$ cat src/rtl/core/pcp_pkg.sv
// Package: payload, token and status types and character constants for the mode parser.
`timescale 1ns / 1ps

package pcp_pkg;

    // ASCII codes
    localparam logic [7:0] CH_COMMA = 8'h2C;
    localparam logic [7:0] CH_ZERO  = 8'h30;
    localparam logic [7:0] CH_SEVEN = 8'h37;
    localparam logic [7:0] CH_DASH  = 8'h2D;
    localparam logic [7:0] CH_PLUS  = 8'h2B;
    localparam logic [7:0] CH_EQ    = 8'h3D;
    localparam logic [7:0] CH_R     = 8'h72;
    localparam logic [7:0] CH_W     = 8'h77;
    localparam logic [7:0] CH_X     = 8'h78;
    localparam logic [7:0] CH_U     = 8'h75;
    localparam logic [7:0] CH_G     = 8'h67;
    localparam logic [7:0] CH_O     = 8'h6F;
    localparam logic [7:0] CH_A     = 8'h61;

    // ugo rwx masks
    localparam logic [8:0] MASK_ALL = 9'o777;
    localparam logic [8:0] WHO_U    = 9'o700;
    localparam logic [8:0] WHO_G    = 9'o070;
    localparam logic [8:0] WHO_O    = 9'o007;
    localparam logic [8:0] RIGHT_R  = 9'o444;
    localparam logic [8:0] RIGHT_W  = 9'o222;
    localparam logic [8:0] RIGHT_X  = 9'o111;

    localparam logic [3:0] LEN_MAX  = 4'd11;

    typedef enum logic [2:0] {
        ST_ABS    = 3'd0,
        ST_SYM    = 3'd1,
        ST_REJECT = 3'd2,
        ST_EMPTY  = 3'd3,
        ST_LOAD   = 3'd4
    } status_t;

    typedef enum logic [2:0] {
        PH_WHO    = 3'b001,
        PH_RIGHTS = 3'b010,
        PH_FAILED = 3'b100
    } phase_t;

    typedef enum logic [1:0] {
        OP_ADD = 2'd0,
        OP_SUB = 2'd1,
        OP_SET = 2'd2
    } op_t;

    typedef struct packed {
        logic       cmd;
        logic [7:0] ch;
        logic       last;
        logic [8:0] load_value;
    } in_t;

    typedef struct packed {
        logic [8:0] mask_out;
        status_t    status;
        logic       end_of_command;
    } out_t;

    typedef struct packed {
        logic [3:0] len;
        logic [8:0] octal_value;
        logic       octal_ok;
        logic       leading_zero;
        logic [8:0] rwx_plain;
        logic       rwx_plain_ok;
        logic [8:0] rwx_off;
        logic       rwx_off_ok;
        phase_t     phase;
        logic [8:0] who;
        logic [8:0] rights;
        op_t        op;
    } tok_t;

    localparam tok_t TOK_CLEAR = '{
        len:          4'd0,
        octal_value:  9'd0,
        octal_ok:     1'b1,
        leading_zero: 1'b0,
        rwx_plain:    9'd0,
        rwx_plain_ok: 1'b1,
        rwx_off:      9'd0,
        rwx_off_ok:   1'b1,
        phase:        PH_WHO,
        who:          9'd0,
        rights:       9'd0,
        op:           OP_ADD
    };

    // events from the token tracker to the mask unit
    typedef struct packed {
        logic       load;
        logic       finish;
        logic       empty_end;
        logic       last;
        logic [8:0] load_value;
    } ev_t;

endpackage

$ cat src/rtl/core/permission_mode_command_parser.sv
// Top level of the streaming chmod-style permission command parser.
//
// Usage: command characters arrive one per transfer on the s_ channel (cmd 0),
// with last marking the final character of a command string. Commas split
// tokens; each finished token gives one transfer on the m_ channel carrying
// the updated mask, a status and end_of_command. Empty tokens give nothing,
// except an empty final token, which reports status 3. A cmd 1 transfer loads
// load_value as the mask, drops any partial token and reports status 4.
// Each result is registered and on m_ in the cycle after its closing transfer.
// Throughput: one character per cycle unless stalled; token decode and mask
// update are a single pass of logic between the token and result registers.
// Stall: the result register holds a waiting result while m_ready is low, and
// s_ready follows it, so input is held off only while a result waits and the
// receiver is not taking it.
// Reset (aresetn low, synchronous): mask cleared to zero, open token
// cleared, result register emptied.
`timescale 1ns / 1ps

module permission_mode_command_parser (
    input  logic          aclk,
    input  logic          aresetn,
    input  logic          s_valid,
    output logic          s_ready,
    input  pcp_pkg::in_t  s_data,
    output logic          m_valid,
    input  logic          m_ready,
    output pcp_pkg::out_t m_data
);

    logic          accept;
    logic          room;
    logic          res_valid;
    pcp_pkg::tok_t tok_done;
    pcp_pkg::ev_t  ev;
    pcp_pkg::out_t res;

    // every transfer may yield a result, so accept only with room for it
    assign s_ready = room;
    assign accept  = s_valid && s_ready;

    pcp_token u_token (
        .aclk     (aclk),
        .aresetn  (aresetn),
        .accept   (accept),
        .in_data  (s_data),
        .tok_done (tok_done),
        .ev       (ev)
    );

    pcp_apply u_apply (
        .aclk      (aclk),
        .aresetn   (aresetn),
        .tok       (tok_done),
        .ev        (ev),
        .res_valid (res_valid),
        .res       (res)
    );

    pcp_out_reg u_out (
        .aclk      (aclk),
        .aresetn   (aresetn),
        .res_valid (res_valid),
        .res       (res),
        .room      (room),
        .m_valid   (m_valid),
        .m_ready   (m_ready),
        .m_data    (m_data)
    );

endmodule

$ cat src/rtl/core/pcp_token.sv
// Token tracker: folds each character into the candidate decodes of the open token.
`timescale 1ns / 1ps

module pcp_token (
    input  logic          aclk,
    input  logic          aresetn,
    input  logic          accept,
    input  pcp_pkg::in_t  in_data,
    output pcp_pkg::tok_t tok_done,
    output pcp_pkg::ev_t  ev
);

    pcp_pkg::tok_t tok_reg;
    pcp_pkg::tok_t tok_next;
    pcp_pkg::tok_t absorbed;
    logic          is_comma;
    logic          tok_end;

    // letter expected at slot i of a 9-char rwx field
    function automatic logic [7:0] slot_letter(input logic [3:0] i);
        logic [7:0] l;
        case (i) inside
            4'd0, 4'd3, 4'd6: l = pcp_pkg::CH_R;
            4'd1, 4'd4, 4'd7: l = pcp_pkg::CH_W;
            default:          l = pcp_pkg::CH_X;
        endcase
        return l;
    endfunction

    function automatic pcp_pkg::tok_t absorb(input pcp_pkg::tok_t t, input logic [7:0] c);
        pcp_pkg::tok_t n;
        logic [3:0]    p;
        logic [3:0]    s;
        n = t;
        p = t.len;
        s = p - 4'd1;

        if (p < 4'd4) begin
            if (c >= pcp_pkg::CH_ZERO && c <= pcp_pkg::CH_SEVEN) begin
                n.octal_value = {t.octal_value[5:0], c[2:0]};
            end else begin
                n.octal_ok = 1'b0;
            end
        end
        if (p == 4'd0) begin
            n.leading_zero = (c == pcp_pkg::CH_ZERO);
        end

        if (p < 4'd9) begin
            if (c == slot_letter(p)) begin
                n.rwx_plain[4'd8 - p] = 1'b1;
            end else if (c != pcp_pkg::CH_DASH) begin
                n.rwx_plain_ok = 1'b0;
            end
        end
        if (p >= 4'd1 && p <= 4'd9) begin
            if (c == slot_letter(s)) begin
                n.rwx_off[4'd8 - s] = 1'b1;
            end else if (c != pcp_pkg::CH_DASH) begin
                n.rwx_off_ok = 1'b0;
            end
        end

        unique case (t.phase)
            pcp_pkg::PH_WHO: begin
                if (c == pcp_pkg::CH_U) begin
                    n.who = t.who | pcp_pkg::WHO_U;
                end else if (c == pcp_pkg::CH_G) begin
                    n.who = t.who | pcp_pkg::WHO_G;
                end else if (c == pcp_pkg::CH_O) begin
                    n.who = t.who | pcp_pkg::WHO_O;
                end else if (c == pcp_pkg::CH_A) begin
                    n.who = pcp_pkg::MASK_ALL;
                end else if (c == pcp_pkg::CH_PLUS) begin
                    n.op    = pcp_pkg::OP_ADD;
                    n.phase = pcp_pkg::PH_RIGHTS;
                end else if (c == pcp_pkg::CH_DASH) begin
                    n.op    = pcp_pkg::OP_SUB;
                    n.phase = pcp_pkg::PH_RIGHTS;
                end else if (c == pcp_pkg::CH_EQ) begin
                    n.op    = pcp_pkg::OP_SET;
                    n.phase = pcp_pkg::PH_RIGHTS;
                end else begin
                    n.phase = pcp_pkg::PH_FAILED;
                end
            end
            pcp_pkg::PH_RIGHTS: begin
                if (c == pcp_pkg::CH_R) begin
                    n.rights = t.rights | pcp_pkg::RIGHT_R;
                end else if (c == pcp_pkg::CH_W) begin
                    n.rights = t.rights | pcp_pkg::RIGHT_W;
                end else if (c == pcp_pkg::CH_X) begin
                    n.rights = t.rights | pcp_pkg::RIGHT_X;
                end else begin
                    n.phase = pcp_pkg::PH_FAILED;
                end
            end
            default: n.phase = pcp_pkg::PH_FAILED;
        endcase

        if (p < pcp_pkg::LEN_MAX) begin
            n.len = p + 4'd1;
        end
        return n;
    endfunction

    assign is_comma = (in_data.ch == pcp_pkg::CH_COMMA);
    assign absorbed = is_comma ? tok_reg : absorb(tok_reg, in_data.ch);
    assign tok_end  = !in_data.cmd && (is_comma || in_data.last);
    assign tok_done = absorbed;

    assign ev.load       = accept && in_data.cmd;
    assign ev.finish     = accept && tok_end && (absorbed.len != 4'd0);
    assign ev.empty_end  = accept && !in_data.cmd && in_data.last && (absorbed.len == 4'd0);
    assign ev.last       = in_data.last;
    assign ev.load_value = in_data.load_value;

    always_comb begin
        tok_next = tok_reg;
        if (accept) begin
            if (in_data.cmd || tok_end) begin
                tok_next = pcp_pkg::TOK_CLEAR;
            end else begin
                tok_next = absorbed;
            end
        end
    end

    always_ff @(posedge aclk) begin
        if (!aresetn) begin
            tok_reg <= pcp_pkg::TOK_CLEAR;
        end else begin
            tok_reg <= tok_next;
        end
    end

endmodule

$ cat src/rtl/core/pcp_apply.sv
// Mask unit: holds the permission mask, resolves finished tokens and forms results.
`timescale 1ns / 1ps

module pcp_apply (
    input  logic          aclk,
    input  logic          aresetn,
    input  pcp_pkg::tok_t tok,
    input  pcp_pkg::ev_t  ev,
    output logic          res_valid,
    output pcp_pkg::out_t res
);

    logic [8:0]       mask_reg;
    logic [8:0]       mask_next;
    logic [8:0]       fin_mask;
    pcp_pkg::status_t fin_status;
    logic [8:0]       who_eff;
    logic [8:0]       rights_eff;
    logic             octal_hit;

    assign octal_hit  = tok.octal_ok &&
                        ((tok.len == 4'd3) || ((tok.len == 4'd4) && tok.leading_zero));
    assign who_eff    = (tok.who == 9'd0) ? pcp_pkg::MASK_ALL : tok.who;
    assign rights_eff = tok.rights & who_eff;

    always_comb begin
        fin_mask   = mask_reg;
        fin_status = pcp_pkg::ST_REJECT;
        if (octal_hit) begin
            fin_mask   = tok.octal_value;
            fin_status = pcp_pkg::ST_ABS;
        end else if ((tok.len == 4'd9) && tok.rwx_plain_ok) begin
            fin_mask   = tok.rwx_plain;
            fin_status = pcp_pkg::ST_ABS;
        end else if ((tok.len == 4'd10) && tok.rwx_off_ok) begin
            fin_mask   = tok.rwx_off;
            fin_status = pcp_pkg::ST_ABS;
        end else if (tok.phase == pcp_pkg::PH_RIGHTS) begin
            fin_status = pcp_pkg::ST_SYM;
            case (tok.op)
                pcp_pkg::OP_ADD: fin_mask = mask_reg | rights_eff;
                pcp_pkg::OP_SUB: fin_mask = mask_reg & ~rights_eff;
                default:         fin_mask = (mask_reg & ~who_eff) | rights_eff;
            endcase
        end
    end

    always_comb begin
        mask_next = mask_reg;
        res       = '{mask_out: mask_reg, status: pcp_pkg::ST_EMPTY, end_of_command: 1'b1};
        if (ev.load) begin
            mask_next = ev.load_value;
            res       = '{mask_out: ev.load_value, status: pcp_pkg::ST_LOAD,
                          end_of_command: 1'b0};
        end else if (ev.finish) begin
            mask_next = fin_mask;
            res       = '{mask_out: fin_mask, status: fin_status, end_of_command: ev.last};
        end
    end

    assign res_valid = ev.load || ev.finish || ev.empty_end;

    always_ff @(posedge aclk) begin
        if (!aresetn) begin
            mask_reg <= 9'd0;
        end else begin
            mask_reg <= mask_next;
        end
    end

endmodule

$ cat src/rtl/core/pcp_out_reg.sv
// Result register: holds one result until the receiver takes it.
`timescale 1ns / 1ps

module pcp_out_reg (
    input  logic          aclk,
    input  logic          aresetn,
    input  logic          res_valid,
    input  pcp_pkg::out_t res,
    output logic          room,
    output logic          m_valid,
    input  logic          m_ready,
    output pcp_pkg::out_t m_data
);

    logic          valid_reg;
    logic          valid_next;
    pcp_pkg::out_t data_reg;

    // free when empty or when the held result leaves this cycle
    assign room = !valid_reg || m_ready;

    always_comb begin
        valid_next = valid_reg;
        if (room) begin
            valid_next = res_valid;
        end
    end

    always_ff @(posedge aclk) begin
        if (!aresetn) begin
            valid_reg <= 1'b0;
        end else begin
            valid_reg <= valid_next;
        end
    end

    always_ff @(posedge aclk) begin
        if (room && res_valid) begin
            data_reg <= res;
        end
    end

    assign m_valid = valid_reg;
    assign m_data  = data_reg;

endmodule

$ cat config.mk
export PLATFORM = sky130hd
export DESIGN_NAME = permission_mode_command_parser
export DESIGN_NICKNAME = d
export VERILOG_FILES = /design/src/rtl/core/pcp_pkg.sv /design/src/rtl/core/permission_mode_command_parser.sv /design/src/rtl/core/pcp_token.sv /design/src/rtl/core/pcp_apply.sv /design/src/rtl/core/pcp_out_reg.sv
export SDC_FILE = /design/constraint.sdc
export NUM_CORES = 1
export LEC_CHECK = 0
export ABC_AREA = 1
export BUFFER_PORTS_ARGS = -buffer_cell sky130_fd_sc_hd__buf_2
export CORE_MARGIN = 4
export CORE_UTILIZATION = 55
export DETAILED_ROUTE_END_ITERATION = 8
export PLACE_DENSITY_LB_ADDON = 0.15
export SETUP_SLACK_MARGIN = 0.1
export SYNTH_ARGS = -nofsm -noshare
export SYNTH_HDL_FRONTEND = slang
export SYNTH_HIERARCHICAL = 1
export SYNTH_SLANG_ARGS = --single-unit
$ cat constraint.sdc
create_clock -name aclk -period 7.6 [get_ports aclk]
set_input_delay 0.38 -clock aclk [delete_from_list [all_inputs] [get_ports aclk]]
set_output_delay 0.38 -clock aclk [all_outputs]
set_load 0.01 [all_outputs]
# Word level (Yosys, flattened, before mapping)
# Cells that the tools add are included.
# op_classes
add_sub_neg	4
multipliers	0
div_mod_pow	0
magnitude_cmp	11
n_eq_ne	33
n_shift	0
n_mux	67
n_bitwise	9
n_reduce_logical	36
# op_table
op	n
2-to-1 mux 9 bit	17
2-to-1 mux 58 bit	2
== test 8 x 7 -> 1 bit, second input constant	7
== test 8 x 6 -> 1 bit, second input constant	5
2-to-1 mux 8 bit	5
2-to-1 mux 3 bit	13
bitwise OR 9 bit	4
2-to-1 mux 10 bit	3
== test 4 x 3 -> 1 bit, second input constant	7
AND 9 bit	3
2-to-1 mux 13 bit	2
2-to-1 mux 2 bit	9
NOT 9 bit	2
one-hot mux 9 bit (2 select lines)	1
logical AND 1 bit	17
== test 8 bit	2
== test 4 x 2 -> 1 bit, second input constant	3
greater-or-equal comparator 4 x 1 -> 1 bit, second input constant	3
zero test 4 bit	3
2-to-1 mux 4 bit	3
OR reduction 3 bit	4
less-than comparator 4 x 5 -> 1 bit, second input constant	2
zero test 9 bit	1
demux 1 bit (select 4 bit)	2
22 further kinds	40
# word_totals
register_bits	81
latch_bits	0
mem_bits_rw	0
romBits	0
in_bits	23
output_inout_bits	15
elab_cells	177
memories	0

# Depth between registers and ports, before layout
# Gate-level depths: netlist of run 1.
# logic_depth
word_depth	22
mapped_depth	27
mapped_depth_nobuf	26

# Modules after synthesis
# Netlist of run 1, hierarchy kept.
# modules_own_cells
mod	instances	cells_each	area_each_um2	seq_area_each_um2
pcp_token	1	600	3831.2	1161.1
pcp_apply	1	252	1283.7	180.2
pcp_out_reg	1	20	441.7	410.4
permission_mode_command_parser	1	2	7.5	0.0

# Least setup slack after synthesis of run 1
# Ideal clock, no wire load.
# synth_path
path_kind	input -> register
startpoint	input port s_data[16] (netlist name)
endpoint	register u_out.data_reg, in the netlist u_out/m_data[0], enable pin
setup_ns	0.387
arrival_ns	2.636
required_time_ns	7.213
path_slack_ns	4.577
stages	15
n_path_buf	0
cell_sequence	inv_1 > nand2_1 > nor3_2 > nand3_2 > nand2_1 > xor2_1 > nor2_1 > nand2_1 > nand2_1 > nor2_1 > nor2_2 > inv_1 > or2_2 > inv_1 > a21oi_1
# synth_rtl
element	line	rtl
start, declared	permission_mode_command_parser.sv:24	input pcp_pkg::in_t s_data,
end signal, assigned	pcp_out_reg.sv:39	data_reg <= res;
end, declared	pcp_out_reg.sv:17	pcp_pkg::out_t data_reg;

==> results of run 1 <==
path summary, 6_finish.rpt:
| kind | start | end | slack, ns | depth (start not counted) |
|---|---|---|---|---|
| max | u_out/m_valid | u_out/m_data[0] | 3.60 | 12 |
| min | m_ready | u_out/m_valid | 0.31 | 4 |
| max reg2reg | u_out/m_valid | u_out/m_data[0] | 3.60 | 12 |
| min reg2reg | u_token/tok_reg[51] | u_token/tok_reg[51] | 0.47 | 2 |
layer usage:
metal | track usage, % | up-vias | routed length (µm) | part of all wire [%]
li1 | - | 2787 | - | -
met1 | 34.9 | 2514 | 6570 | 45
met2 | 41.0 | 197 | 6530 | 45
met3 | 4.36 | 20 | 1080 | 7.4
met4 | 8.12 | 0 | 287 | 2.0
met5 | 0 | - | 0 | 0
area by class of cell:
cell class                      instances  share of cell area, %
Clock buffer                           11                   2.77
Inverter                              152                   9.74
Tap cell                              133                   2.83
Multi-Input combinational cell        603                   51.0
Timing Repair Buffer                   38                   3.28
Clock inverter                          5                  0.574
Sequential cell                        81                   29.8
synth_stat cells (3+ instances only):
master,n,area (µm²)
o21ai_1,3,15.0
nor3_1,13,65.1
nand4_1,4,25.0
o22ai_1,10,62.6
ha_1,8,100
buf_6,4,45.0
mux2_2,7,78.8
o21a_1,4,30.0
dfxtp_1,68,1360
nand2_4,3,33.8
clkbuf_1,12,45.0
o21ai_0,31,155
or2_2,11,68.8
buf_4,14,105
nor2_2,5,31.3
nand3_1,47,235
inv_2,11,41.3
buf_2,7,35.0
nor2_1,77,289
nand2_1,241,905
edfxtp_1,13,390
a22oi_1,22,165
nand2_2,13,81.3
xor2_1,4,35.0
a21oi_1,73,365
a211oi_1,6,45.0
inv_1,138,518
nand3_2,3,30.0
worst max-delay path: stages, from the launching register on:
cell     delay (ns)
dfxtp_1        0.34
nand2_2        0.09
nand2_1        0.05
inv_1          0.49
inv_1          0.74
nor2_1         0.38
nand2_1        0.09
nor2_1         0.15
nor2_2         0.13
inv_1          0.15
or2_2          0.12
inv_1          0.05
a21oi_1        0.84
through the flow:
step / area, µm² / util (%) / total power, mW / instances / hold WS, ns
floorplan: 5560 / - / 0.547 / 874 / 0.434
finish: 5880 / 59.9 / 0.880 / 1023 / 0.305
global placement: 5690 / 57.9 / 0.572 / 1007 / 0.450
global route: 5880 / 59.9 / 0.925 / 1023 / 0.316
detailed placement: 5690 / 57.9 / 0.576 / 1007 / 0.456
CTS: 5880 / 59.9 / 0.885 / 1023 / 0.302
logic make-up after synthesis:
group | share of synthesized area [%]
xor+xnor | 0.787
compound gates | 16.3
flops | 31.5
simple gates | 33.6
buf+inv | 14.7
mux | 1.42
fa+ha+maj | 1.80
power breakdown:
part           switching [mW]  internal, mW  total (mW)  leakage (nW)
clock                   0.165         0.148       0.313         0.105
combinational          0.0797        0.0342       0.114          1.94
sequential            0.00593         0.447       0.453         0.672
==> metrics.yaml, run 1 <==
yosys:
  yosysWarnings: 6
  ys_seq_elements: 81
  synth_area_mm2: 0.00556
  ys_types: 44
  syn_nets: 905
  seq_area_frac_synth_pct: 31.5
  synth_edf_count: 13
  syn_inst: 874
  synthArstFlopShare_pct: 0
  avgSynthCellArea_um2: 6.37
  ys.flop_type: "dfxtp_1"
pwr:
  ir_worst_vdd_mv: 0.0896
  powerDensity_mw_per_mm2: 150
  p_leak_nw: 2.72
die:
  die_w_um: 109
  core_area_mm2: 0.00982
  num_rows: 36
  fp.dieArea_mm2: 0.0118
  fp.dieH_um: 109
  start_util_pct: 56.7
  ios: 38
clock_network:
  clock_path_buffers: 2
  cts_hold_buf: 0
  cts_sinks: 81
  cts_setup_buffers: 0
  root_buffer: "clkbuf_8"
  htreeDepth: 3
  cts_tree: "yes"
  clk_pin_slew_ns: 0.08
  cts_resized: 0
  cts_buffers: 9
  clkLatencyLatePin_ns: 0.36
sta:
  grt_setup_unrepaired: "no"
  worst_slack_ns: 3.60
  maxSlewViolCount: 0
  setup_tns_ns: 0
  max_freq_ghz: 0.250
  finalHoldViolCount: 0
  relSlewSlack_pct: 16.7
  worst_pin_slew_ns: 1.25
  setup_viol: 0
  period_share_pct: 52.7
  period_needed_ns: 4.00
  finalClockSkew_ns: 0.00951
route:
  vias_per_cell: 5.39
  antenna_left: 0
  via_count: 5518
  avgRoutedWirePerCell_um: 14.1
  routed_wl_mm: 14.5
  drt_pass1_iterations: 5
  drc: 0
  drtIter0Drc: 378
setup_path:
  required_ns: 7.58
  startpoint_type: "flip-flop"
  endpoint_kind: "flip-flop"
  arrival_ns: 3.98
  crit_type: "reg2reg"
  critPathMaxFanout: 40
final_layout:
  seq_area_mm2: 0.00175
  drive_gt1_share_pct: 13.4
  final_cell_mix: "241 x nand2_1, 138 x inv_1, 77 x nor2_1"
  nNetsFinal: 916
  layout_commonest_cell: "nand2_1"
  multiInputGateArea_mm2: 0.00300
  largest_reg_flops: 58
  n_fill_cell: 974
  diodes: 0
  syn2layout_area_growth_pct: 5.71
global_routing:
  grt_max_degree: 41
  globalRouteOverflowTotal: 0
  grt_pass1_wl_mm: 23.8
  grt_pass1_vias: 5026
  grt_use_total_pct: 25.5
  antenna_found_initial: 0
hold_path:
  hold_class: "in2reg"
place:
  dpl.hpwl_mm: 10.9
  portBuffers: 37
  gp_congestion: 0.897
  dp_slack_ns: 3.45
outcome:
  status: "finished clean"
run:
  maxCapViolations: 0
Note: power is estimated with default switching activity, not from simulation.
==> run 2, diff against run 1 <==
- clock period: 7.6 -> 4.2 ns (I/O delays scaled with it)
==> metrics.yaml, run 2 (synthesized netlist as in run 1, its figures left out) <==
sta:
  period_needed_ns: 3.73  # was 4.00 ns
  finalClockSkew_ns: 0.0147  # was 0.00951 ns
  relSlewSlack_pct: 26.1  # was 16.7%
  setup_viol: 0  # unchanged
  period_share_pct: 88.9  # was 52.7%
  worst_pin_slew_ns: 1.11  # was 1.25 ns
  grt_setup_unrepaired: "no"  # unchanged
  setup_tns_ns: 0  # unchanged
  max_freq_ghz: 0.268  # was 0.250 GHz
  finalHoldViolCount: 0  # unchanged
  maxSlewViolCount: 0  # unchanged
global_routing:
  grt_util_met1_pct: 36.6  # was 34.9%
  grt.met2_usage_pct: 42.5  # was 41.0%
  grt_max_degree: 40  # was 41
  met3_usage_pct: 4.24  # was 4.36%
  grt_use_total_pct: 26.4  # was 25.5%
  globalRouteOverflowTotal: 0  # unchanged
  grt_pass1_wl_mm: 24.6  # was 23.8 mm
  busiest_layer: "met2"  # unchanged
  antenna_found_initial: 0  # unchanged
  grt_pass1_vias: 5118  # was 5026
final_layout:
  syn2layout_area_growth_pct: 6.21  # was 5.71%
  final_cell_mix: "240 x nand2_1, 138 x inv_1, 77 x nor2_1"  # was 241 x nand2_1, 138 x inv_1, 77 x nor2_1
  n_fill_cell: 984  # was 974
  nNetsFinal: 924  # was 916
  largest_reg_flops: 58  # unchanged
  multiInputGateArea_mm2: 0.00300  # about the same
  diodes: 0  # unchanged
  drive_gt1_share_pct: 14.0  # was 13.4%
  seq_area_mm2: 0.00175  # about the same
  layout_commonest_cell: "nand2_1"  # unchanged
route:
  drc: 0  # unchanged
  routed_wl_mm: 14.8  # was 14.5 mm
  avgRoutedWirePerCell_um: 14.4  # was 14.1 µm
  via_count: 5468  # was 5518
  vias_per_cell: 5.31  # was 5.39
  drtIter0Drc: 426  # was 378
  drt_pass1_iterations: 5  # unchanged
  antenna_left: 0  # unchanged
setup_path:
  endpoint_kind: "flip-flop"  # unchanged
  worstSetupStartpoint: "u_token/tok_reg[54]"  # was u_out/m_valid
  r2r-start: "u_token/tok_reg[54]"  # was u_out/m_valid
  rr_worst_depth: 24  # was 12
  startpoint_type: "flip-flop"  # unchanged
  critPathMaxFanout: 12  # was 40
  r2r_slack_ns: 0.47  # was 3.60 ns
  worst_r2r_endpoint: "u_out/m_data[11]"  # was u_out/m_data[0]
  arrival_ns: 3.83  # was 3.98 ns
  required_ns: 4.30  # was 7.58 ns
  critPathCapture: "u_out/m_data[11]"  # was u_out/m_data[0]
  crit_type: "reg2reg"  # unchanged
die:
  die_w_um: 109  # unchanged
  ios: 38  # unchanged
  start_util_pct: 56.7  # unchanged
  fp.dieH_um: 109  # unchanged
  core_area_mm2: 0.00982  # unchanged
  fp.dieArea_mm2: 0.0118  # unchanged
  num_rows: 36  # unchanged
clock_network:
  clock_path_buffers: 2  # unchanged
  clk_pin_slew_ns: 0.09  # was 0.08 ns
  clkLatencyLatePin_ns: 0.36  # about the same
  root_buffer: "clkbuf_8"  # unchanged
  htreeDepth: 3  # unchanged
  cts_setup_buffers: 0  # unchanged
  cts_sinks: 81  # unchanged
  cts_tree: "yes"  # unchanged
  cts_buffers: 9  # unchanged
  cts_resized: 0  # unchanged
  cts_hold_buf: 0  # unchanged
place:
  portBuffers: 37  # unchanged
  gp_congestion: 0.902  # was 0.897
  dpl.hpwl_mm: 11.4  # was 10.9 mm
pwr:
  powerDensity_mw_per_mm2: 259  # was 150 mW/mm²
  finalPower_mw: 1.53  # was 0.880 mW
  p_leak_nw: 2.73  # was 2.72 nW
  ir_worst_vdd_mv: 0.134  # was 0.0896 mV
hold_path:
  hold_class: "in2reg"  # unchanged
run:
  maxCapViolations: 0  # unchanged
outcome:
  status: "finished clean"  # unchanged
-- run 2: worst min-delay path by stage --
stage | startpoint | endpoint | slack, ns | cells past startpoint
finish | m_ready | u_out/m_valid | 0.15 | 4
global route | m_ready | u_out/m_valid | 0.15 | 4
CTS | m_ready | u_out/m_valid | 0.14 | 4
detailed placement | u_token/tok_reg[1] | u_token/tok_reg[1] | 0.46 | 2
global placement | u_token/tok_reg[52] | u_token/tok_reg[52] | 0.45 | 2
floorplan | aresetn | u_out/m_valid | 0.33 | 2
-- run 2: area by class of cell --
class	instances	share of cell area, %
Sequential cell	81	29.7
Multi-Input combinational cell	603	50.8
Inverter	152	9.70
Timing Repair Buffer	46	4.28
Tap cell	133	2.82
Clock buffer	11	2.22
Clock inverter	4	0.487
-- run 2: metal layers --
metal,wire length (µm),vias to the layer above,share of wire [%]
met4,144,0,0.97
met1,7050,2492,48
met2,6750,166,45
met5,0,-,0
met3,886,10,6.0
li1,-,2800,-
-- run 2: per-stage QoR --
step | utilization, % | std cells | hold WS, ns | setup slack (ns) | area (µm²)
after floorplan | - | 874 | 0.332 | 1.30 | 5560
after CTS | 60.1 | 1030 | 0.135 | 0.463 | 5910
final | 60.2 | 1030 | 0.150 | 0.465 | 5910
after detailed placement | 58.5 | 1015 | 0.458 | 0.488 | 5750
after global routing | 60.2 | 1030 | 0.151 | 0.138 | 5910
after global placement | 58.5 | 1015 | 0.452 | 0.544 | 5750
-- run 2: worst max-delay path: stages, from the launching register on --
cell      delay [ns]
dfxtp_1         0.47
inv_2           0.16
ha_1            0.27
inv_1           0.11
nand2_1         0.09
nand2_4         0.13
inv_1           0.07
nand3_2         0.11
nand2_2         0.08
inv_2           0.09
nand2_4         0.07
o21ai_0         0.19
nand3_1         0.19
nand2_1         0.10
nand2_1         0.06
inv_1           0.06
nand3_2         0.26
nand3_1         0.25
clkinv_1        0.23
nand2_1         0.18
nand2_1         0.07
nand2_1         0.06
nand2_1         0.05
nand2_1         0.08
nand2_1         0.06
-- run 2: power breakdown --
part           leakage [nW]  total, mW  internal (mW)  switching, mW
Combinational          1.98      0.209         0.0655          0.144
Clock                0.0803      0.502          0.214          0.288
Sequential            0.672      0.821          0.809         0.0111
